[config.mk]
export PLATFORM = sky130hd
export DESIGN_NAME = nus_addr
export DESIGN_NICKNAME = d
export VERILOG_FILES = /design/src/hw/rtl/nus_pkg.sv /design/src/hw/rtl/nus_addr.sv
export SDC_FILE = /design/constraint.sdc
export NUM_CORES = 1
export LEC_CHECK = 0
export BUFFER_PORTS_ARGS = -buffer_cell sky130_fd_sc_hd__buf_2
export CORE_MARGIN = 4
export CORE_UTILIZATION = 57
export CTS_BUF_LIST = sky130_fd_sc_hd__clkbuf_4 sky130_fd_sc_hd__clkbuf_8
export DETAILED_ROUTE_END_ITERATION = 6
export HOLD_SLACK_MARGIN = 0.03
export PLACE_DENSITY = 0.86
export SLEW_MARGIN = 20
export SYNTH_ARGS = -nofsm -noshare
export SYNTH_HDL_FRONTEND = slang
export SYNTH_SLANG_ARGS = --single-unit
export TNS_END_PERCENT = 50
[constraint.sdc]
create_clock -name clock -period 5.4 [get_ports clock]
set_input_delay 0.54 -clock clock [delete_from_list [all_inputs] [get_ports clock]]
set_output_delay 0.54 -clock clock [all_outputs]
set_load 0.05 [all_outputs]
[src/hw/rtl/nus_pkg.sv]
// ----------------------------------------------------------------------------
// nus_pkg: shared constants, types and tables
// Frame geometry, scaling reciprocals, color conversion constants and the
// structs that travel between the scaler's pipeline parts.
// ----------------------------------------------------------------------------
package nus_pkg;

   // Frame geometry
   localparam int SRC_W = 320;
   localparam int SRC_H = 200;
   localparam int DST_W = 800;
   localparam int DST_H = 480;

   // Field widths of the request and response channels
   localparam int SRC_COL_W = 9;
   localparam int SRC_ROW_W = 8;
   localparam int OUT_COL_W = 10;
   localparam int OUT_ROW_W = 9;
   localparam int PIX_W     = 16;

   // Frame store
   localparam int FRAME_DEPTH = SRC_W * SRC_H;
   localparam int ADDR_W      = (FRAME_DEPTH > 1) ? $clog2(FRAME_DEPTH) : 1;

   // Source coordinate widths (hold up to the frame size itself)
   localparam int SX_W = $clog2(SRC_W + 1);
   localparam int SY_W = $clog2(SRC_H + 1);

   // Column map: sx = (dx*SRC_W)/DST_W as multiply by ceil(2^K/DST_W), shift K.
   // K = numerator bits + clog2(divisor) keeps the quotient exact.
   localparam int PCOL_W  = OUT_COL_W + SX_W;
   localparam int KCOL    = PCOL_W + $clog2(DST_W);
   localparam int MCOL_W  = PCOL_W + 2;
   localparam longint unsigned MCOL_L =
      ((64'd1 << KCOL) + 64'(DST_W) - 64'd1) / 64'(DST_W);
   localparam logic [MCOL_W-1:0] MCOL = MCOL_W'(MCOL_L);
   localparam int PRODC_W = PCOL_W + MCOL_W;

   // Row map, same scheme
   localparam int PROW_W  = OUT_ROW_W + SY_W;
   localparam int KROW    = PROW_W + $clog2(DST_H);
   localparam int MROW_W  = PROW_W + 2;
   localparam longint unsigned MROW_L =
      ((64'd1 << KROW) + 64'(DST_H) - 64'd1) / 64'(DST_H);
   localparam logic [MROW_W-1:0] MROW = MROW_W'(MROW_L);
   localparam int PRODR_W = PROW_W + MROW_W;

   // Color conversion constants
   localparam int C5_MAX     = 31;
   localparam int C6_MAX     = 63;
   localparam int C8_MAX     = 255;
   localparam int Y_R        = 299;
   localparam int Y_G        = 587;
   localparam int Y_B        = 114;
   localparam int U_K        = 565;
   localparam int V_K        = 713;
   localparam int YUV_DIV    = 1000;
   localparam int CHROMA_OFS = 128;

   // Division by YUV_DIV: numerators stay below 2^18 (255*1000 max)
   localparam int YSUM_W  = 18;
   localparam int DIV_K   = YSUM_W + $clog2(YUV_DIV);
   localparam int DIV_M_W = YSUM_W + 2;
   localparam logic [DIV_M_W-1:0] DIV_M =
      DIV_M_W'(((64'd1 << DIV_K) + 64'(YUV_DIV) - 64'd1) / 64'(YUV_DIV));
   localparam int DIVP_W  = YSUM_W + DIV_M_W;

   // Result queue
   localparam int Q_DEPTH = 16;
   localparam int Q_PTR_W = $clog2(Q_DEPTH);
   localparam int Q_CNT_W = $clog2(Q_DEPTH + 1);

   // Request kinds
   typedef enum logic {
      REQ_WRITE = 1'b0,
      REQ_READ  = 1'b1
   } req_kind_type;

   // One frame store access per cycle
   typedef struct packed {
      logic              rd;
      logic              wr;
      logic [ADDR_W-1:0] addr;
      logic [PIX_W-1:0]  data;
   } mem_cmd_type;

   // Result queue status
   typedef struct packed {
      logic               can_take;
      logic [Q_CNT_W-1:0] owed;
      logic [Q_CNT_W-1:0] fill;
   } q_stat_type;

   // Channel expansion tables: c*255/max, floored
   typedef logic [7:0] exp5_tbl_type [32];
   typedef logic [7:0] exp6_tbl_type [64];

   function automatic exp5_tbl_type build_exp5();
      exp5_tbl_type t;
      for (int i = 0; i < 32; i++) begin
         t[i] = 8'((i * C8_MAX) / C5_MAX);
      end
      return t;
   endfunction

   function automatic exp6_tbl_type build_exp6();
      exp6_tbl_type t;
      for (int i = 0; i < 64; i++) begin
         t[i] = 8'((i * C8_MAX) / C6_MAX);
      end
      return t;
   endfunction

   localparam exp5_tbl_type EXP5_TBL = build_exp5();
   localparam exp6_tbl_type EXP6_TBL = build_exp6();

endpackage

[src/hw/rtl/nus_addr.sv]
// ----------------------------------------------------------------------------
// nus_addr: address pipeline
// Three stages that turn a request into one frame store access: write
// address and range check, nearest-neighbor column/row map, final address.
// ----------------------------------------------------------------------------
module nus_addr (
   input  logic                          clock,
   input  logic                          reset,
   input  logic                          accept,
   input  logic                          req_type,
   input  logic [nus_pkg::SRC_COL_W-1:0] src_col,
   input  logic [nus_pkg::SRC_ROW_W-1:0] src_row,
   input  logic [nus_pkg::PIX_W-1:0]     src_pixel,
   input  logic [nus_pkg::OUT_COL_W-1:0] out_col,
   input  logic [nus_pkg::OUT_ROW_W-1:0] out_row,
   output nus_pkg::mem_cmd_type          mem_cmd
);

   // Stage A registers
   logic                          a_vld_ff,   a_vld_in;
   logic                          a_rd_ff,    a_rd_in;
   logic                          a_wr_ff,    a_wr_in;
   logic [nus_pkg::ADDR_W-1:0]    a_waddr_ff, a_waddr_in;
   logic [nus_pkg::PIX_W-1:0]     a_wdata_ff, a_wdata_in;
   logic [nus_pkg::PCOL_W-1:0]    a_pcol_ff,  a_pcol_in;
   logic [nus_pkg::PROW_W-1:0]    a_prow_ff,  a_prow_in;

   // Stage B registers
   logic                          b_vld_ff,   b_vld_in;
   logic                          b_rd_ff,    b_rd_in;
   logic                          b_wr_ff,    b_wr_in;
   logic [nus_pkg::ADDR_W-1:0]    b_waddr_ff, b_waddr_in;
   logic [nus_pkg::PIX_W-1:0]     b_wdata_ff, b_wdata_in;
   logic [nus_pkg::PCOL_W-1:0]    b_qcol_ff,  b_qcol_in;
   logic [nus_pkg::PROW_W-1:0]    b_qrow_ff,  b_qrow_in;

   // Stage C: the memory command
   nus_pkg::mem_cmd_type          mem_cmd_ff, mem_cmd_in;

   logic [nus_pkg::PRODC_W-1:0]   col_prod;
   logic [nus_pkg::PRODR_W-1:0]   row_prod;
   logic [nus_pkg::SX_W-1:0]      sx;
   logic [nus_pkg::SY_W-1:0]      sy;
   logic [nus_pkg::ADDR_W-1:0]    rd_addr;
   logic                          in_frame;

   // Stage A: write address, range check, scale products
   always_comb begin
      in_frame   = (32'(src_col) < 32'(nus_pkg::SRC_W)) &&
                   (32'(src_row) < 32'(nus_pkg::SRC_H));
      a_vld_in   = accept;
      a_rd_in    = (req_type == nus_pkg::REQ_READ);
      a_wr_in    = (req_type == nus_pkg::REQ_WRITE) && in_frame;
      a_waddr_in = nus_pkg::ADDR_W'(src_row) * nus_pkg::ADDR_W'(nus_pkg::SRC_W)
                   + nus_pkg::ADDR_W'(src_col);
      a_wdata_in = src_pixel;
      a_pcol_in  = nus_pkg::PCOL_W'(out_col) * nus_pkg::PCOL_W'(nus_pkg::SRC_W);
      a_prow_in  = nus_pkg::PROW_W'(out_row) * nus_pkg::PROW_W'(nus_pkg::SRC_H);
   end

   // Stage B: divide by the destination size via reciprocal multiply
   always_comb begin
      col_prod   = nus_pkg::PRODC_W'(a_pcol_ff) * nus_pkg::PRODC_W'(nus_pkg::MCOL);
      row_prod   = nus_pkg::PRODR_W'(a_prow_ff) * nus_pkg::PRODR_W'(nus_pkg::MROW);
      b_vld_in   = a_vld_ff;
      b_rd_in    = a_rd_ff;
      b_wr_in    = a_wr_ff;
      b_waddr_in = a_waddr_ff;
      b_wdata_in = a_wdata_ff;
      b_qcol_in  = nus_pkg::PCOL_W'(col_prod >> nus_pkg::KCOL);
      b_qrow_in  = nus_pkg::PROW_W'(row_prod >> nus_pkg::KROW);
   end

   // Stage C: saturate to the frame edge, form the read address
   always_comb begin
      if (32'(b_qcol_ff) > 32'(nus_pkg::SRC_W - 1)) begin
         sx = nus_pkg::SX_W'(nus_pkg::SRC_W - 1);
      end else begin
         sx = nus_pkg::SX_W'(b_qcol_ff);
      end
      if (32'(b_qrow_ff) > 32'(nus_pkg::SRC_H - 1)) begin
         sy = nus_pkg::SY_W'(nus_pkg::SRC_H - 1);
      end else begin
         sy = nus_pkg::SY_W'(b_qrow_ff);
      end
      rd_addr = nus_pkg::ADDR_W'(sy) * nus_pkg::ADDR_W'(nus_pkg::SRC_W)
                + nus_pkg::ADDR_W'(sx);
      mem_cmd_in.rd   = b_vld_ff && b_rd_ff;
      mem_cmd_in.wr   = b_vld_ff && b_wr_ff;
      mem_cmd_in.addr = b_rd_ff ? rd_addr : b_waddr_ff;
      mem_cmd_in.data = b_wdata_ff;
   end

   // Control state and memory command; reset clears only the strobes
   always_ff @(posedge clock) begin
      if (reset) begin
         a_vld_ff      <= 1'b0;
         b_vld_ff      <= 1'b0;
         mem_cmd_ff.rd <= 1'b0;
         mem_cmd_ff.wr <= 1'b0;
      end else begin
         a_vld_ff      <= a_vld_in;
         b_vld_ff      <= b_vld_in;
         mem_cmd_ff    <= mem_cmd_in;
      end
   end

   // Payload
   always_ff @(posedge clock) begin
      a_rd_ff         <= a_rd_in;
      a_wr_ff         <= a_wr_in;
      a_waddr_ff      <= a_waddr_in;
      a_wdata_ff      <= a_wdata_in;
      a_pcol_ff       <= a_pcol_in;
      a_prow_ff       <= a_prow_in;
      b_rd_ff         <= b_rd_in;
      b_wr_ff         <= b_wr_in;
      b_waddr_ff      <= b_waddr_in;
      b_wdata_ff      <= b_wdata_in;
      b_qcol_ff       <= b_qcol_in;
      b_qrow_ff       <= b_qrow_in;
   end

   assign mem_cmd = mem_cmd_ff;

endmodule

== After elaboration in Yosys (flattened, before gate mapping) ==
Cells that the tools add are included.

* Flip-flop bits (word level): 150
* Bits in latches: 0
* RAM bits: 0
* ROM bits: 0
* Input port bits: 56
* Memories: 0

* Add/subtract/negate cells: 2
* Multiply operators: 6
* Div/mod/pow operators: 0
* Order comparisons: 4
* Eq/ne operators: 0
* Shift-type cells: 0
* Mux-type cells: 3
* Bitwise logic cells: 1
* Reduce and logical (&&, ||, !) cells: 4

{| class="wikitable"
|+ Operators with widths
! operator !! number
|-
| $mul A13 B20 Y33 const B || 1
|-
| $add A16 B9 Y16 || 2
|-
| $mul A14 B18 Y32 const B || 1
|-
| $mul A8 B3 Y10 const B || 2
|-
| $mux W16 || 1
|-
| $mul A9 B5 Y14 const B || 1
|-
| $mul A10 B3 Y13 const B || 1
|-
| $gt A10 B9 Y1 const B || 1
|-
| $gt A9 B8 Y1 const B || 1
|-
| $lt A9 B9 Y1 const B || 1
|-
| $mux W9 || 1
|-
| $lt A8 B8 Y1 const B || 1
|-
| $mux W8 || 1
|-
| $logic_and A1 B1 Y1 || 4
|-
| $not A1 Y1 || 1
|}

== Depth between registers and ports, before layout ==
* Depth after elaboration: 5
* Depth in mapped cells: 19

== Worst setup path after synthesis ==
Ideal clock, no wire load.

* Kind: register to register
* Start: register a_pcol_ff[17] in the netlist's numbering
* End: register b_qcol_ff[9] in the netlist's numbering
* Setup time: 123 ps
* Data arrival time: 4,900 ps
* Data required time: 5,277 ps
* Path slack: 377 ps
* Cell stages (with the launch flop): 18
* Buffers on the path: 0
* Clock period less this slack: 5,023 ps
* Path through: dfxtp_1 -> fa_1 -> inv_1 -> fa_1 -> inv_1 -> fa_1 -> fa_1 -> inv_1 -> fa_1 -> inv_1 -> ha_1 -> nand3_1 -> or4_4 -> o31ai_4 -> a21oi_2 -> o211ai_2 -> a21oi_1 -> xor2_1

* Word-level cells in the longest chain between the ends: 1

{| class="wikitable"
|+ Ends and longest elaborated chain
! item !! line !! RTL
|-
| start, declared || nus_addr.sv:25 || <nowiki>logic [nus_pkg::PCOL_W-1:0] a_pcol_ff, a_pcol_in;</nowiki>
|-
| start signal, assigned || nus_addr.sv:114 || <nowiki>a_pcol_ff <= a_pcol_in;</nowiki>
|-
| $mul A13 B20 Y33 || nus_addr.sv:63 || <nowiki>col_prod = nus_pkg::PRODC_W'(a_pcol_ff) * nus_pkg::PRODC_W'(nus_pkg::MCOL);</nowiki>
|-
| net b_qcol_in, one bit || nus_addr.sv:34 || <nowiki>logic [nus_pkg::PCOL_W-1:0] b_qcol_ff, b_qcol_in;</nowiki>
|-
| end signal, assigned || nus_addr.sv:120 || <nowiki>b_qcol_ff <= b_qcol_in;</nowiki>
|-
| end, declared || nus_addr.sv:34 ||
|}

The timed path passes the listed nets, and every way through them passes these cells.
A chain may end at the register's enable or synchronous reset.

== Worst setup path after layout ==
* Start: register a_pcol_ff[16] in the netlist's numbering
* End: register b_qcol_ff[4] in the netlist's numbering

The elaborated chain is that of the path after synthesis.

==> summary.md <==
| Metric | Value |
|---|---|
| Crit Path Category | reg2reg |
| Max-cap violation count | 0 |
| Initial DRC Count | 289 |
| Final GP Congestion | 0.939 |
| Crit Path Max Fanout | 6 |
| Ys async rst share | 0% |
| Post-synthesis sequential area ratio | 27.6% |
| Commonest cells in the netlist | ha_1, inv_1, dfxtp_1, fa_1, a21oi_1 |
| Tcrit/Tclk final | 96.0% |
| # port buffers | 89 |
| CTS tree | done |
| Crit path largest cell delay | 620 ps |
| DR vias | 7,696 |
| Yosys top cell area share | 29.2% |
| Worst setup SP type | flop |
| Final ANT Viol Nets | 0 |
| DP Wirelength | 19.0 mm |
| HP Class | in2reg |
| CTS Buf Count | 17 |
| Vias/cell | 5.12 |
| Cells after synthesis | 1,105 |
| Status | finished, final reports clean |
| Max Clock Skew | 32.2 ps |
| Cells after DPL | 1,470 |
| Pre-antenna DRT Iters | 4 |
| Mapped Nets | 1,553 |
| Core area | 0.0205 sq mm |
| FF+latch count, synth | 150 |
| Htree depth | 4 |
| Cell taking the most area after synthesis | ha_1 |
| Distinct cell type count after synthesis | 55 |
| Worst EP arrival | 5550 ps |
| # fillers | 1,558 |
| First-pass GRT wire length | 38.9 mm |
| Slowest-stage cell, CP | fa_2 |
| Die Width | 153 microns |
| Largest net degree at the start of global routing | 35 |
| Layout cells sized above 1 | 12.8% |
| CTS Sinks | 150 |
| Post-synthesis instance area | 0.0120 sq mm |
| Critical path endpoint category | flop |
| Initial antenna violation count | 0 |
| Final setup viols | 0 |
| Slew HR | 43.6% |
| Ys flop type | dfxtp_1 |
| Initial core utilization | 58.7% |
| Total GRT Usage | 20.2% |
| DRC Markers | 0 |
| Post-DR wirelength/cell | 14.9 microns |
| Setup ws final | 215 ps |
| CTS root buffer | clkbuf_8 |
| Min Tclk post-route | 5190 ps |
| GR Overflow Total | 0 |
| Worst-Skew Late Latency | 460 ps |
| Critical-path cell list | fa_2, inv_1, fa_1, inv_1, fa_1, fa_1, inv_1, fa_1, inv_1, ha_1, nand3_1, or4_4, nor2_2, o21a_2, o21a_4, nor4_1, a311o_1 |
| Final wirelength | 22.4 mm |
| Post-Layout Cell Count | 1,504 |
| Clk slew on worst S/H paths | 110 ps |
| Ranking of synthesized cells by area | ha_1, dfxtp_1, fa_1, inv_1, edfxtp_1 |
| Hold-fix buffers, CTS | 0 |
| Placement Rows | 52 |
| Fmax | 193 MHz |
| Final max-slew violation count | 0 |
| Io pins | 90 |
| P&R area growth vs syn | 10.7% |
| Post-synth EDFFs | 32 |
| Count leader, synth | ha_1 |
| Worst path top cell family by delay | adder cells |
| Die Ht | 153 microns |
| Post-place setup slack | 108 ps |
| Clock buffer depth | 2 |
| Syn Area/Cell | 10.9 sq um |
| Die area | 0.0235 sq mm |
| Crit path buf inv count | 4 |
| ANT cells | 0 |
| WP data required | 5770 ps |
| Worst-Margin Slew | 845 ps |
| Fin. Hold Viols | 0 |
| Vias in the first global route | 8,398 |
| Yosys warnings | 0 |
| NumNets Final | 1,669 |
-- flip-flops by register name, summed over array words and instances (netlist names), 9 cells and up --
| signal | flops |
|---|---|
| mem_cmd | 34 |
| b_wdata_ff | 16 |
| b_qrow_ff | 9 |
| b_qcol_ff | 10 |
| a_prow_ff | 14 |
| a_wdata_ff | 16 |
| b_waddr_ff | 16 |
| a_waddr_ff | 16 |
| a_pcol_ff | 13 |
-- layer usage --
layer  up-vias  track usage [%]  share of wire, %
met2       166             33.7                47
met3        29             4.86               5.6
met4         0             5.09               1.6
li1       3846                -                 -
met5         -                0                 0
met1      3655             26.7                45
-- cell families after synthesis --
family                   share of synthesized area [%]
adder cells (fa/ha/maj)                           47.7
multiplexers                                     0.551
AND/OR/NAND/NOR                                   4.57
AO/OA/AOI/OAI                                     7.13
buffers and inverters                             8.48
flip-flops                                        27.6
XOR/XNOR                                          4.00
-- worst paths after layout --
path | start | endpoint | slack (ps) | cells past startpoint
worst max-delay path | a_pcol_ff[16]$_DFF_P_ | b_qcol_ff[4]$_DFF_P_ | 210 | 17
worst min-delay path | src_col[4] | a_waddr_ff[4]$_DFF_P_ | 180 | 1
worst max register to register | a_pcol_ff[16]$_DFF_P_ | b_qcol_ff[4]$_DFF_P_ | 210 | 17
worst min register to register | a_waddr_ff[13]$_DFF_P_ | b_waddr_ff[13]$_DFF_P_ | 330 | 0
-- through the flow --
| stage | setup TNS, ps | hold slack [ps] | area (sq um) | util, % |
|---|---|---|---|---|
| finish | 0 | 181 | 13300 | 65.0 |
| CTS | 0 | 151 | 13300 | 64.9 |
| detailed placement | 0 | 312 | 12900 | 62.8 |
| floorplan | 0 | 310 | 12000 | - |
| global route | -4.00 | 141 | 13300 | 65.0 |
| global placement | 0 | 310 | 12900 | 62.8 |
-- layout by cell type (no fill, tap or decap), types with 7 or more instances in the layout --
cell / n
nand3_1: 11
o21bai_1: 12
nand4_1: 8
clkbuf_8: 17
xor2_1: 16
ha_1: 281
xnor2_1: 39
a21oi_1: 47
inv_1: 270
edfxtp_1: 32
buf_4: 10
a21o_1: 16
dfxtp_1: 114
o21ai_0: 8
nor2b_1: 7
nor2_1: 25
nand2_1: 10
nor3_1: 10
o21a_1: 7
fa_1: 109
buf_2: 89
-- worst reg2reg max path: cells and delay by family, from the launching register on --
kind / cells / cell delay (ps)
fa+ha+maj: 6 / 3030
buf+inv: 4 / 240
flops: 1 / 380
compound gates: 3 / 630
simple gates: 4 / 820
-- cell type report --
class	count	area, sq um	share of cell area, %
inverters	270	1010	7.60
well taps	270	338	2.53
flip-flops and latches	150	3330	25.0
repair buffers	99	520	3.91
clock buffers	17	234	1.76
clock inverters	15	183	1.37
multi-input cells	683	7710	57.8
-- timing repair --
action / in CTS / in global routing
endpoints found under the setup margin: 0 / 6
resized for setup: 0 / 9
setup buffers: 0 / 2
Power is not shown: default switching activity piles up to over one toggle a cycle in this logic, so the estimate is an artifact.
