===== src/hw/rtl/nus_pkg.sv =====
// ----------------------------------------------------------------------------
// nus_pkg: shared constants, types and tables
// Frame geometry, scaling reciprocals, color conversion constants and the
// structs that travel between the scaler's pipeline parts.
// ----------------------------------------------------------------------------
package nus_pkg;

   // Frame geometry
   localparam int SRC_W = 320;
   localparam int SRC_H = 200;
   localparam int DST_W = 800;
   localparam int DST_H = 480;

   // Field widths of the request and response channels
   localparam int SRC_COL_W = 9;
   localparam int SRC_ROW_W = 8;
   localparam int OUT_COL_W = 10;
   localparam int OUT_ROW_W = 9;
   localparam int PIX_W     = 16;

   // Frame store
   localparam int FRAME_DEPTH = SRC_W * SRC_H;
   localparam int ADDR_W      = (FRAME_DEPTH > 1) ? $clog2(FRAME_DEPTH) : 1;

   // Source coordinate widths (hold up to the frame size itself)
   localparam int SX_W = $clog2(SRC_W + 1);
   localparam int SY_W = $clog2(SRC_H + 1);

   // Column map: sx = (dx*SRC_W)/DST_W as multiply by ceil(2^K/DST_W), shift K.
   // K = numerator bits + clog2(divisor) keeps the quotient exact.
   localparam int PCOL_W  = OUT_COL_W + SX_W;
   localparam int KCOL    = PCOL_W + $clog2(DST_W);
   localparam int MCOL_W  = PCOL_W + 2;
   localparam longint unsigned MCOL_L =
      ((64'd1 << KCOL) + 64'(DST_W) - 64'd1) / 64'(DST_W);
   localparam logic [MCOL_W-1:0] MCOL = MCOL_W'(MCOL_L);
   localparam int PRODC_W = PCOL_W + MCOL_W;

   // Row map, same scheme
   localparam int PROW_W  = OUT_ROW_W + SY_W;
   localparam int KROW    = PROW_W + $clog2(DST_H);
   localparam int MROW_W  = PROW_W + 2;
   localparam longint unsigned MROW_L =
      ((64'd1 << KROW) + 64'(DST_H) - 64'd1) / 64'(DST_H);
   localparam logic [MROW_W-1:0] MROW = MROW_W'(MROW_L);
   localparam int PRODR_W = PROW_W + MROW_W;

   // Color conversion constants
   localparam int C5_MAX     = 31;
   localparam int C6_MAX     = 63;
   localparam int C8_MAX     = 255;
   localparam int Y_R        = 299;
   localparam int Y_G        = 587;
   localparam int Y_B        = 114;
   localparam int U_K        = 565;
   localparam int V_K        = 713;
   localparam int YUV_DIV    = 1000;
   localparam int CHROMA_OFS = 128;

   // Division by YUV_DIV: numerators stay below 2^18 (255*1000 max)
   localparam int YSUM_W  = 18;
   localparam int DIV_K   = YSUM_W + $clog2(YUV_DIV);
   localparam int DIV_M_W = YSUM_W + 2;
   localparam logic [DIV_M_W-1:0] DIV_M =
      DIV_M_W'(((64'd1 << DIV_K) + 64'(YUV_DIV) - 64'd1) / 64'(YUV_DIV));
   localparam int DIVP_W  = YSUM_W + DIV_M_W;

   // Result queue
   localparam int Q_DEPTH = 16;
   localparam int Q_PTR_W = $clog2(Q_DEPTH);
   localparam int Q_CNT_W = $clog2(Q_DEPTH + 1);

   // Request kinds
   typedef enum logic {
      REQ_WRITE = 1'b0,
      REQ_READ  = 1'b1
   } req_kind_type;

   // One frame store access per cycle
   typedef struct packed {
      logic              rd;
      logic              wr;
      logic [ADDR_W-1:0] addr;
      logic [PIX_W-1:0]  data;
   } mem_cmd_type;

   // Result queue status
   typedef struct packed {
      logic               can_take;
      logic [Q_CNT_W-1:0] owed;
      logic [Q_CNT_W-1:0] fill;
   } q_stat_type;

   // Channel expansion tables: c*255/max, floored
   typedef logic [7:0] exp5_tbl_type [32];
   typedef logic [7:0] exp6_tbl_type [64];

   function automatic exp5_tbl_type build_exp5();
      exp5_tbl_type t;
      for (int i = 0; i < 32; i++) begin
         t[i] = 8'((i * C8_MAX) / C5_MAX);
      end
      return t;
   endfunction

   function automatic exp6_tbl_type build_exp6();
      exp6_tbl_type t;
      for (int i = 0; i < 64; i++) begin
         t[i] = 8'((i * C8_MAX) / C6_MAX);
      end
      return t;
   endfunction

   localparam exp5_tbl_type EXP5_TBL = build_exp5();
   localparam exp6_tbl_type EXP6_TBL = build_exp6();

endpackage


===== src/hw/rtl/nus_cvt.sv =====
// ----------------------------------------------------------------------------
// nus_cvt: RGB565 to packed YUV converter
// Four stages: channel expand and luma sum, luma divide, chroma products,
// chroma divide with offset, clamp and pack.
// ----------------------------------------------------------------------------
module nus_cvt (
   input  logic                      clock,
   input  logic                      reset,
   input  logic                      in_vld,
   input  logic [nus_pkg::PIX_W-1:0] in_pixel,
   output logic                      out_vld,
   output logic [nus_pkg::PIX_W-1:0] out_pixel
);

   // Stage 1
   logic                          e1_vld_ff,  e1_vld_in;
   logic [7:0]                    e1_r_ff,    e1_r_in;
   logic [7:0]                    e1_b_ff,    e1_b_in;
   logic [nus_pkg::YSUM_W-1:0]    e1_ysum_ff, e1_ysum_in;
   logic [7:0]                    g_exp;

   // Stage 2
   logic                          e2_vld_ff, e2_vld_in;
   logic [7:0]                    e2_r_ff,   e2_r_in;
   logic [7:0]                    e2_b_ff,   e2_b_in;
   logic [7:0]                    e2_y_ff,   e2_y_in;
   logic [nus_pkg::DIVP_W-1:0]    y_prod;

   // Stage 3
   logic                          e3_vld_ff,  e3_vld_in;
   logic [7:0]                    e3_y_ff,    e3_y_in;
   logic                          e3_uneg_ff, e3_uneg_in;
   logic                          e3_vneg_ff, e3_vneg_in;
   logic [nus_pkg::YSUM_W-1:0]    e3_umag_ff, e3_umag_in;
   logic [nus_pkg::YSUM_W-1:0]    e3_vmag_ff, e3_vmag_in;
   logic signed [8:0]             du, dv;
   logic [7:0]                    du_mag, dv_mag;

   // Stage 4
   logic                          e4_vld_ff, e4_vld_in;
   logic [nus_pkg::PIX_W-1:0]     e4_pix_ff, e4_pix_in;
   logic [nus_pkg::DIVP_W-1:0]    u_prod, v_prod;
   logic [7:0]                    uq, vq;
   logic signed [9:0]             u_val, v_val;
   logic [7:0]                    u_c, v_c;

   function automatic logic [7:0] clamp_byte(input logic signed [9:0] x);
      if (x < 10'sd0) begin
         return 8'd0;
      end else if (x > 10'sd255) begin
         return 8'hFF;
      end
      return x[7:0];
   endfunction

   // Stage 1: expand channels, weighted luma sum
   always_comb begin
      e1_vld_in  = in_vld;
      e1_r_in    = nus_pkg::EXP5_TBL[in_pixel[15:11]];
      g_exp      = nus_pkg::EXP6_TBL[in_pixel[10:5]];
      e1_b_in    = nus_pkg::EXP5_TBL[in_pixel[4:0]];
      e1_ysum_in = nus_pkg::YSUM_W'(e1_r_in) * nus_pkg::YSUM_W'(nus_pkg::Y_R)
                 + nus_pkg::YSUM_W'(g_exp)   * nus_pkg::YSUM_W'(nus_pkg::Y_G)
                 + nus_pkg::YSUM_W'(e1_b_in) * nus_pkg::YSUM_W'(nus_pkg::Y_B);
   end

   // Stage 2: luma = sum / 1000
   always_comb begin
      y_prod    = nus_pkg::DIVP_W'(e1_ysum_ff) * nus_pkg::DIVP_W'(nus_pkg::DIV_M);
      e2_vld_in = e1_vld_ff;
      e2_r_in   = e1_r_ff;
      e2_b_in   = e1_b_ff;
      e2_y_in   = 8'(y_prod >> nus_pkg::DIV_K);
   end

   // Stage 3: color differences as sign and scaled magnitude
   always_comb begin
      du         = $signed({1'b0, e2_b_ff}) - $signed({1'b0, e2_y_ff});
      dv         = $signed({1'b0, e2_r_ff}) - $signed({1'b0, e2_y_ff});
      du_mag     = du[8] ? 8'(-du) : du[7:0];
      dv_mag     = dv[8] ? 8'(-dv) : dv[7:0];
      e3_vld_in  = e2_vld_ff;
      e3_y_in    = e2_y_ff;
      e3_uneg_in = du[8];
      e3_vneg_in = dv[8];
      e3_umag_in = nus_pkg::YSUM_W'(du_mag) * nus_pkg::YSUM_W'(nus_pkg::U_K);
      e3_vmag_in = nus_pkg::YSUM_W'(dv_mag) * nus_pkg::YSUM_W'(nus_pkg::V_K);
   end

   // Stage 4: divide (truncating toward zero), offset, clamp, pack
   always_comb begin
      u_prod    = nus_pkg::DIVP_W'(e3_umag_ff) * nus_pkg::DIVP_W'(nus_pkg::DIV_M);
      v_prod    = nus_pkg::DIVP_W'(e3_vmag_ff) * nus_pkg::DIVP_W'(nus_pkg::DIV_M);
      uq        = 8'(u_prod >> nus_pkg::DIV_K);
      vq        = 8'(v_prod >> nus_pkg::DIV_K);
      u_val     = e3_uneg_ff
                ? $signed(10'(nus_pkg::CHROMA_OFS)) - $signed({2'b00, uq})
                : $signed(10'(nus_pkg::CHROMA_OFS)) + $signed({2'b00, uq});
      v_val     = e3_vneg_ff
                ? $signed(10'(nus_pkg::CHROMA_OFS)) - $signed({2'b00, vq})
                : $signed(10'(nus_pkg::CHROMA_OFS)) + $signed({2'b00, vq});
      u_c       = clamp_byte(u_val);
      v_c       = clamp_byte(v_val);
      e4_vld_in = e3_vld_ff;
      e4_pix_in = {v_c[7:3], e3_y_ff[7:2], u_c[7:3]};
   end

   // Valid flags
   always_ff @(posedge clock) begin
      if (reset) begin
         e1_vld_ff <= 1'b0;
         e2_vld_ff <= 1'b0;
         e3_vld_ff <= 1'b0;
         e4_vld_ff <= 1'b0;
      end else begin
         e1_vld_ff <= e1_vld_in;
         e2_vld_ff <= e2_vld_in;
         e3_vld_ff <= e3_vld_in;
         e4_vld_ff <= e4_vld_in;
      end
   end

   // Payload
   always_ff @(posedge clock) begin
      e1_r_ff    <= e1_r_in;
      e1_b_ff    <= e1_b_in;
      e1_ysum_ff <= e1_ysum_in;
      e2_r_ff    <= e2_r_in;
      e2_b_ff    <= e2_b_in;
      e2_y_ff    <= e2_y_in;
      e3_y_ff    <= e3_y_in;
      e3_uneg_ff <= e3_uneg_in;
      e3_vneg_ff <= e3_vneg_in;
      e3_umag_ff <= e3_umag_in;
      e3_vmag_ff <= e3_vmag_in;
      e4_pix_ff  <= e4_pix_in;
   end

   assign out_vld   = e4_vld_ff;
   assign out_pixel = e4_pix_ff;

endmodule


===== config.mk =====
export PLATFORM = sky130hd
export DESIGN_NAME = nus_cvt
export DESIGN_NICKNAME = d
export VERILOG_FILES = /design/src/hw/rtl/nus_pkg.sv /design/src/hw/rtl/nus_cvt.sv
export SDC_FILE = /design/constraint.sdc
export NUM_CORES = 1
export LEC_CHECK = 0
export ABC_AREA = 1
export BUFFER_PORTS_ARGS = -buffer_cell sky130_fd_sc_hd__buf_2
export CAP_MARGIN = 0
export CORE_AREA = 5 5 234 236
export CTS_CLUSTER_DIAMETER = 200
export DETAILED_ROUTE_END_ITERATION = 10
export DIE_AREA = 0 0 239 241
export HOLD_SLACK_MARGIN = 0.12
export PLACE_DENSITY = 0.73
export REMOVE_ABC_BUFFERS = 1
export SLEW_MARGIN = 20
export SYNTH_ARGS = -nofsm -noshare
export SYNTH_HDL_FRONTEND = slang
export SYNTH_SLANG_ARGS = --single-unit

===== constraint.sdc =====
create_clock -name clock -period 8.2 [get_ports clock]
set_clock_uncertainty 0.2 [all_clocks]
set_input_delay 1.64 -clock clock [delete_from_list [all_inputs] [get_ports clock]]
set_output_delay 1.64 -clock clock [all_outputs]
set_load 0.01 [all_outputs]

Word level (Yosys, flattened, before mapping)
Memories as Yosys holds them, arrays and structs flattened.
Index checks and enable logic that the tools add are counted.
{ "word_totals": {"register_bits": 124, "mem_bits_ro": 1024, "input_bits": 19, "out_inout_bits": 17, "wordCells": 67, "mem_count": 3} }
{ "mem_list": {"columns": ["name", "depth", "word_bits", "read_ports", "rd_clocked_by_memory_dff", "write_ports", "line", "text"], "rows": [
  ["(no name shown)", 64, 8, 1, 0, 0, "nus_cvt.sv:60", "g_exp = nus_pkg::EXP6_TBL[in_pixel[10:5]];"],
  ["(no name shown)", 32, 8, 1, 0, 0, "nus_cvt.sv:61", "e1_b_in = nus_pkg::EXP5_TBL[in_pixel[4:0]];"],
  ["(no name shown)", 32, 8, 1, 0, 0, "nus_cvt.sv:59", "e1_r_in = nus_pkg::EXP5_TBL[in_pixel[15:11]];"]
]} }
{ "classes": {"add_sub_neg": 10, "mul": 8, "order_cmp": 7, "n_mux": 20, "bitwise_logic": 3} }
{ "op_table": {"columns": ["cell", "n"], "rows": [
  ["8-bit two-way mux", 14],
  ["18-bit by 17-bit multiplier with 34-bit output, second input constant", 3],
  ["8-bit by 10-bit multiplier with 18-bit output, second input constant", 3],
  ["10-bit by 9-bit > comparator with 1-bit output, second input constant", 2],
  ["10-bit by 1-bit < comparator with 1-bit output, second input constant", 2],
  ["10-bit two-way mux", 2],
  ["17-bit by 18-bit adder with 18-bit output", 1],
  ["18-bit by 15-bit adder with 18-bit output", 1],
  ["8-bit by 8-bit adder with 9-bit output, first input constant", 2],
  ["8-bit by 8-bit subtractor with 9-bit output", 2],
  ["8-bit by 8-bit subtractor with 9-bit output, first input constant", 2],
  ["8-bit by 9-bit multiplier with 17-bit output, second input constant", 1],
  ["8-bit negation", 2],
  ["8-bit by 6-bit multiplier with 14-bit output, second input constant", 1],
  ["6-bit greater-or-equal comparator, second input constant", 2],
  ["5-bit inverter with 6-bit output", 2],
  ["7-bit greater-or-equal comparator, second input constant", 1],
  ["6-bit inverter with 7-bit output", 1],
  ["1-bit two-way mux", 4]
]} }

Logic depth before layout (Yosys ltp)
{ "logic_depth": {"depth_word": 7, "mapped_depth": 34} }

Least setup slack after synthesis
No wires, ideal clock.
{ "synth_timing": {"kind": "input-to-reg", "startpoint": "input in_pixel[0] in the netlist's numbering", "endpoint": "register e1_ysum_ff[16] in the netlist's numbering", "arrival_time_ns": 7.557, "path_slack_ns": 0.323, "cell_stages": 32, "n_path_buf": 0, "cell_sequence": "inv_1 -> ha_1 -> a21oi_1 -> inv_1 -> o21ai_0 -> inv_1 -> fa_1 -> fa_1 -> inv_1 -> ha_1 -> ha_1 -> inv_1 -> fa_1 -> xnor2_1 -> ha_1 -> inv_1 -> fa_1 -> fa_1 -> inv_1 -> fa_1 -> ha_1 -> nand2_1 -> nor2_1 -> nand3_1 -> nand4_1 -> nand3_1 -> nand2_1 -> nand2_1 -> inv_1 -> o21ai_0 -> nand2_1 -> xor2_1"} }
{ "synth_between": {"elab_chain_len": 6} }
{ "synth_lines": {"columns": ["item", "line", "text"], "rows": [
  ["start: declaration", "nus_cvt.sv:10", "input logic [nus_pkg::PIX_W-1:0] in_pixel,"],
  ["5-bit inverter with 6-bit output (not written as such)", "nus_cvt.sv:61", null],
  ["memory 32 x 8 bit", null, null],
  ["8-bit two-way mux (not written as such) (2 in series)", "nus_cvt.sv:61", null],
  ["via e1_b_in[1]", "nus_cvt.sv:18", "logic [7:0] e1_b_ff, e1_b_in;"],
  ["8-bit by 6-bit multiplier with 14-bit output", "nus_cvt.sv:64", "+ nus_pkg::YSUM_W'(e1_b_in) * nus_pkg::YSUM_W'(nus_pkg::Y_B);"],
  ["18-bit by 15-bit adder with 18-bit output", "nus_cvt.sv:64", null],
  ["via e1_ysum_in, one bit", "nus_cvt.sv:19", "logic [nus_pkg::YSUM_W-1:0] e1_ysum_ff, e1_ysum_in;"],
  ["end signal: assignment", "nus_cvt.sv:127", "e1_ysum_ff <= e1_ysum_in;"],
  ["end: declaration", "nus_cvt.sv:19", null]
]} }
The timed path passes the listed nets, and every way through them passes these cells. The select of a mux whose other input is x is not followed.
A chain may end at the register's enable or synchronous reset.

Worst setup path after layout
{ "layout_timing": {"startpoint": "input in_pixel[0] in the netlist's numbering", "endpoint": "register e1_ysum_ff[17] in the netlist's numbering"} }
Same word-level chain as after synthesis.

==> results by stage <==
Clock tree:
- Post-CTS repair changed the size of 0 cells.
- The buffers inserted during post-CTS setup optimization is 0.
- The clock-pin slew on the worst setup and hold paths is 60 ps.
- The total clock buffers created by CTS is 17.
- The longest clock path from root to sink contains 2 buffers.
- For this design, the CTS-stage hold fixing added 0 buffers.
- The clock latency reported for the late side of the worst-skew pair is 460 ps.
- The clock tree from TritonCTS is yes.
- The tree is rooted in a sky130_fd_sc_hd__clkbuf_16.
- Clock tree synthesis found a total of 122 sinks.
- The number of H-tree branching levels is 4.

Setup path:
- The arrival time reported for the critical path endpoint is 7940 ps.
- The worst register-to-register path begins at e2_y_ff[0].
- The worst-case register-to-register setup slack is 2330 ps.
- The slowest stage of the critical path is the sky130_fd_sc_hd__fa_1 cell.
- The nature of the critical path endpoint is a flip-flop.
- The category of the worst setup path launch point is an input pin.
- The class of the most critical setup path is input pin to flip-flop.
- The largest fanout of any net on the critical path is 4.
- The delay of the slowest cell on the worst path is 570 ps.
- The endpoint required time on the critical path is 8330 ps.
- The startpoint of the worst setup timing path is in_pixel[0].
- Among the stages of the critical path, the cell type that occurs most often is sky130_fd_sc_hd__inv_1.

Placement:
- The count of port buffers added during placement is 35.
- After detailed placement, the design holds a cell count of 3,586.
- After legalization and detailed placement, the total HPWL measured 41.5 mm.
- At the end of routability-driven placement, the weighted congestion stood at 0.935.
- In this run the cell area measured after placement is 24,500 sq um.

Final layout:
- The number of antenna diodes in the final layout is 0.
- At the end of the flow, the number of nets in the layout was 3,819.
- The design area is 25,100 sq um.
- The most frequent standard cell in the layout excluding fill and tap cells is sky130_fd_sc_hd__inv_1.
- The number of fillers in the final layout is 4,950.
- For this run, the share of the core covered by cells in the final layout is 48.0%.
- The area overhead of the layout relative to synthesis is 7.54%.
- The number of standard cells in the final layout excluding fillers is 3,617.
- Leaving out fill and tap cells, the most frequent cells in the layout are sky130_fd_sc_hd__inv_1, sky130_fd_sc_hd__ha_1, sky130_fd_sc_hd__nand2_1, sky130_fd_sc_hd__fa_1, sky130_fd_sc_hd__nor2_1.
- Of the cells placed in the final design, the portion with a size suffix greater than 1 is 4.75%.

Die:
- The number of core rows is 84.
- The die height is 241 um.
- In this run the horizontal extent of the chip is 239 um.
- For this design the top-level I/O count stands at 36.
- In this run the standard cell core region covers 52,200 sq um.
- The full die area is 57,600 sq um.
- The starting utilization of the core area is 44.6%.

Timing:
- The final-report setup violation count is 0.
- The number of hold violations in the final report is 0.
- The maximum clock frequency is 128 MHz.
- The final-layout worst hold slack is 125 ps.
- The post-route minimum period is 7810 ps.
- The period utilization is 95.2%.
- The max-slew violation count was 0.
- Setup repair after global routing left no endpoint under its margin.
- For the pin with the worst max-slew slack, the measured transition is 568 ps.
- The headroom to the max-slew limit is 61.8%.

Detailed routing:
- The wire length reported by the detailed router is 47.2 mm.
- The detail route stage leaves a number of antenna-violating nets equal to 0.
- The first detailed-routing pass ran for 5 iterations.
- The via-per-instance ratio is 4.84.
- The via count is 17,500.
- Dividing the detail-routed wire length by the instance count gives 13.1 um.
- The iteration-0 DRC count of the detailed router is 768.
- For this run, design rule violations remaining after detail routing come to 0.

Hold path:
- The startpoint of the lowest-slack hold path is e1_b_ff[1].
- The class of the most critical hold timing path is flip-flop to flip-flop.

Yosys:
- The synthesized design contains 122 register bits.
- A synthesized cell averages 8.20 sq um.
- The prevailing post-synth register cell is sky130_fd_sc_hd__dfxtp_1.
- For this run, asynchronously set or reset flops after synthesis account for 0%.
- Synthesis instantiated 47 different standard cells from the library.
- The count of synthesis-stage warnings from yosys is 0.
- Sequential cells were found to cover 10.5% of the synthesized design area.
- In the synthesized netlist, the number of instances is 2,843.
- The count of flip-flops with a built-in enable after synthesis is 0.
- After synthesis the cells add up to 23,300 sq um.

Global routing:
- The number of global-route vias before repair came to 17,900.
- For this run, the total global-route usage over all layers was measured as 17.3%.
- The overflow left after global routing is 0.
- The first global-routing pass estimated 81.7 mm of wire.
- The initial antenna violation count is 1.
- Entering global routing, the biggest net connects 17 pins.

Job:
- The max-cap check violation count is 0.

Run status:
- The flow ran to the end, and the final reports show no timing, DRC or antenna violations.
## critical path, delay by kind of cell
family	cells	cell delay, ps
adders and majority gates	10	3720
AOI/OAI and AO/OA	7	1360
buffers and inverters	8	680
xor gates and xnor gates	2	330
and+or+nand+nor	2	190
## cells in the mapped netlist, types with 3 or more instances
cell type                    n  area share [%]
sky130_fd_sc_hd__dfxtp_1   122              10
sky130_fd_sc_hd__o21a_1      3           0.097
sky130_fd_sc_hd__a21o_1     10            0.32
sky130_fd_sc_hd__nand4_1    13            0.35
sky130_fd_sc_hd__inv_1     725              12
sky130_fd_sc_hd__nand2_2    13            0.35
sky130_fd_sc_hd__a21oi_1   118             2.5
sky130_fd_sc_hd__or2_2       5            0.13
sky130_fd_sc_hd__xnor2_1    19            0.71
sky130_fd_sc_hd__o21ai_1    12            0.26
sky130_fd_sc_hd__o21ai_0    31            0.67
sky130_fd_sc_hd__ha_1      649              35
sky130_fd_sc_hd__nor2_4      3            0.14
sky130_fd_sc_hd__nor3_1     16            0.34
sky130_fd_sc_hd__nand3b_1    6            0.19
sky130_fd_sc_hd__o211ai_1    7            0.23
sky130_fd_sc_hd__o21bai_1   11            0.35
sky130_fd_sc_hd__a31oi_1     7            0.19
sky130_fd_sc_hd__nand2_1   484             7.8
sky130_fd_sc_hd__nand3_1   112             2.4
sky130_fd_sc_hd__inv_2       9            0.14
sky130_fd_sc_hd__nor2_1    138             2.2
sky130_fd_sc_hd__nor2_2     10            0.27
sky130_fd_sc_hd__xor2_1     56             2.1
sky130_fd_sc_hd__fa_1      234              20
## final timing paths
kind,endpoint,cells past startpoint
worst max register to register,e3_vmag_ff[17],27
worst min register to register,e2_b_ff[1],0
worst min-delay path,e2_b_ff[1],0
worst max-delay path,e1_ysum_ff[17],29
## registers in the layout, summed over array words and instances (netlist names)
signal      flops
out_vld         1
e3_vld_ff       1
out_pixel      16
e3_vmag_ff     18
e3_umag_ff     18
e2_r_ff         8
e2_y_ff         8
e2_b_ff         8
e1_b_ff         8
e3_uneg_ff      1
e1_r_ff         8
e1_ysum_ff     18
e3_vneg_ff      1
e2_vld_ff       1
e1_vld_ff       1
e3_y_ff         6
## metrics by stage
stage / setup slack [ps] / TNS (ps)
6_report: 395 / 0
4_1_cts: 452 / 0
3_3_place_gp: -22.0 / -22.0
5_1_grt: 29.2 / 0
2_1_floorplan: 323 / 0
3_5_place_dp: -23.3 / -60.7
## layout make-up
cell class,instances,area (sq um),area share [%]
multi-input combinational,1984,18100,72.2
timing repair buffer,57,340,1.36
tap,688,861,3.43
clock inverter,14,139,0.554
inverter,735,2760,11.0
clock buffer,17,425,1.70
sequential,122,2440,9.74
## layer usage
metal	share of wire, %	vias to the layer above	GRT usage [%]
met5	0	-	0
met4	2.6	0	5.45
met3	3.5	71	2.58
met2	48	259	30.5
met1	46	8120	21.9
li1	-	9042	-
## kinds of logic (layout without fill, tap and decap cells)
logic type	Yosys count	after routing	share of synthesized area, %
buf+inv	737	823	11.9
compound gates	215	215	5.29
xor+xnor	75	75	2.82
flops	122	122	10.5
simple gates	811	811	14.6
fa+ha+maj	883	883	54.9
Power is left out: the tool's default activity adds up to more than one toggle a clock period on the data nets, which glitch-free logic cannot reach.
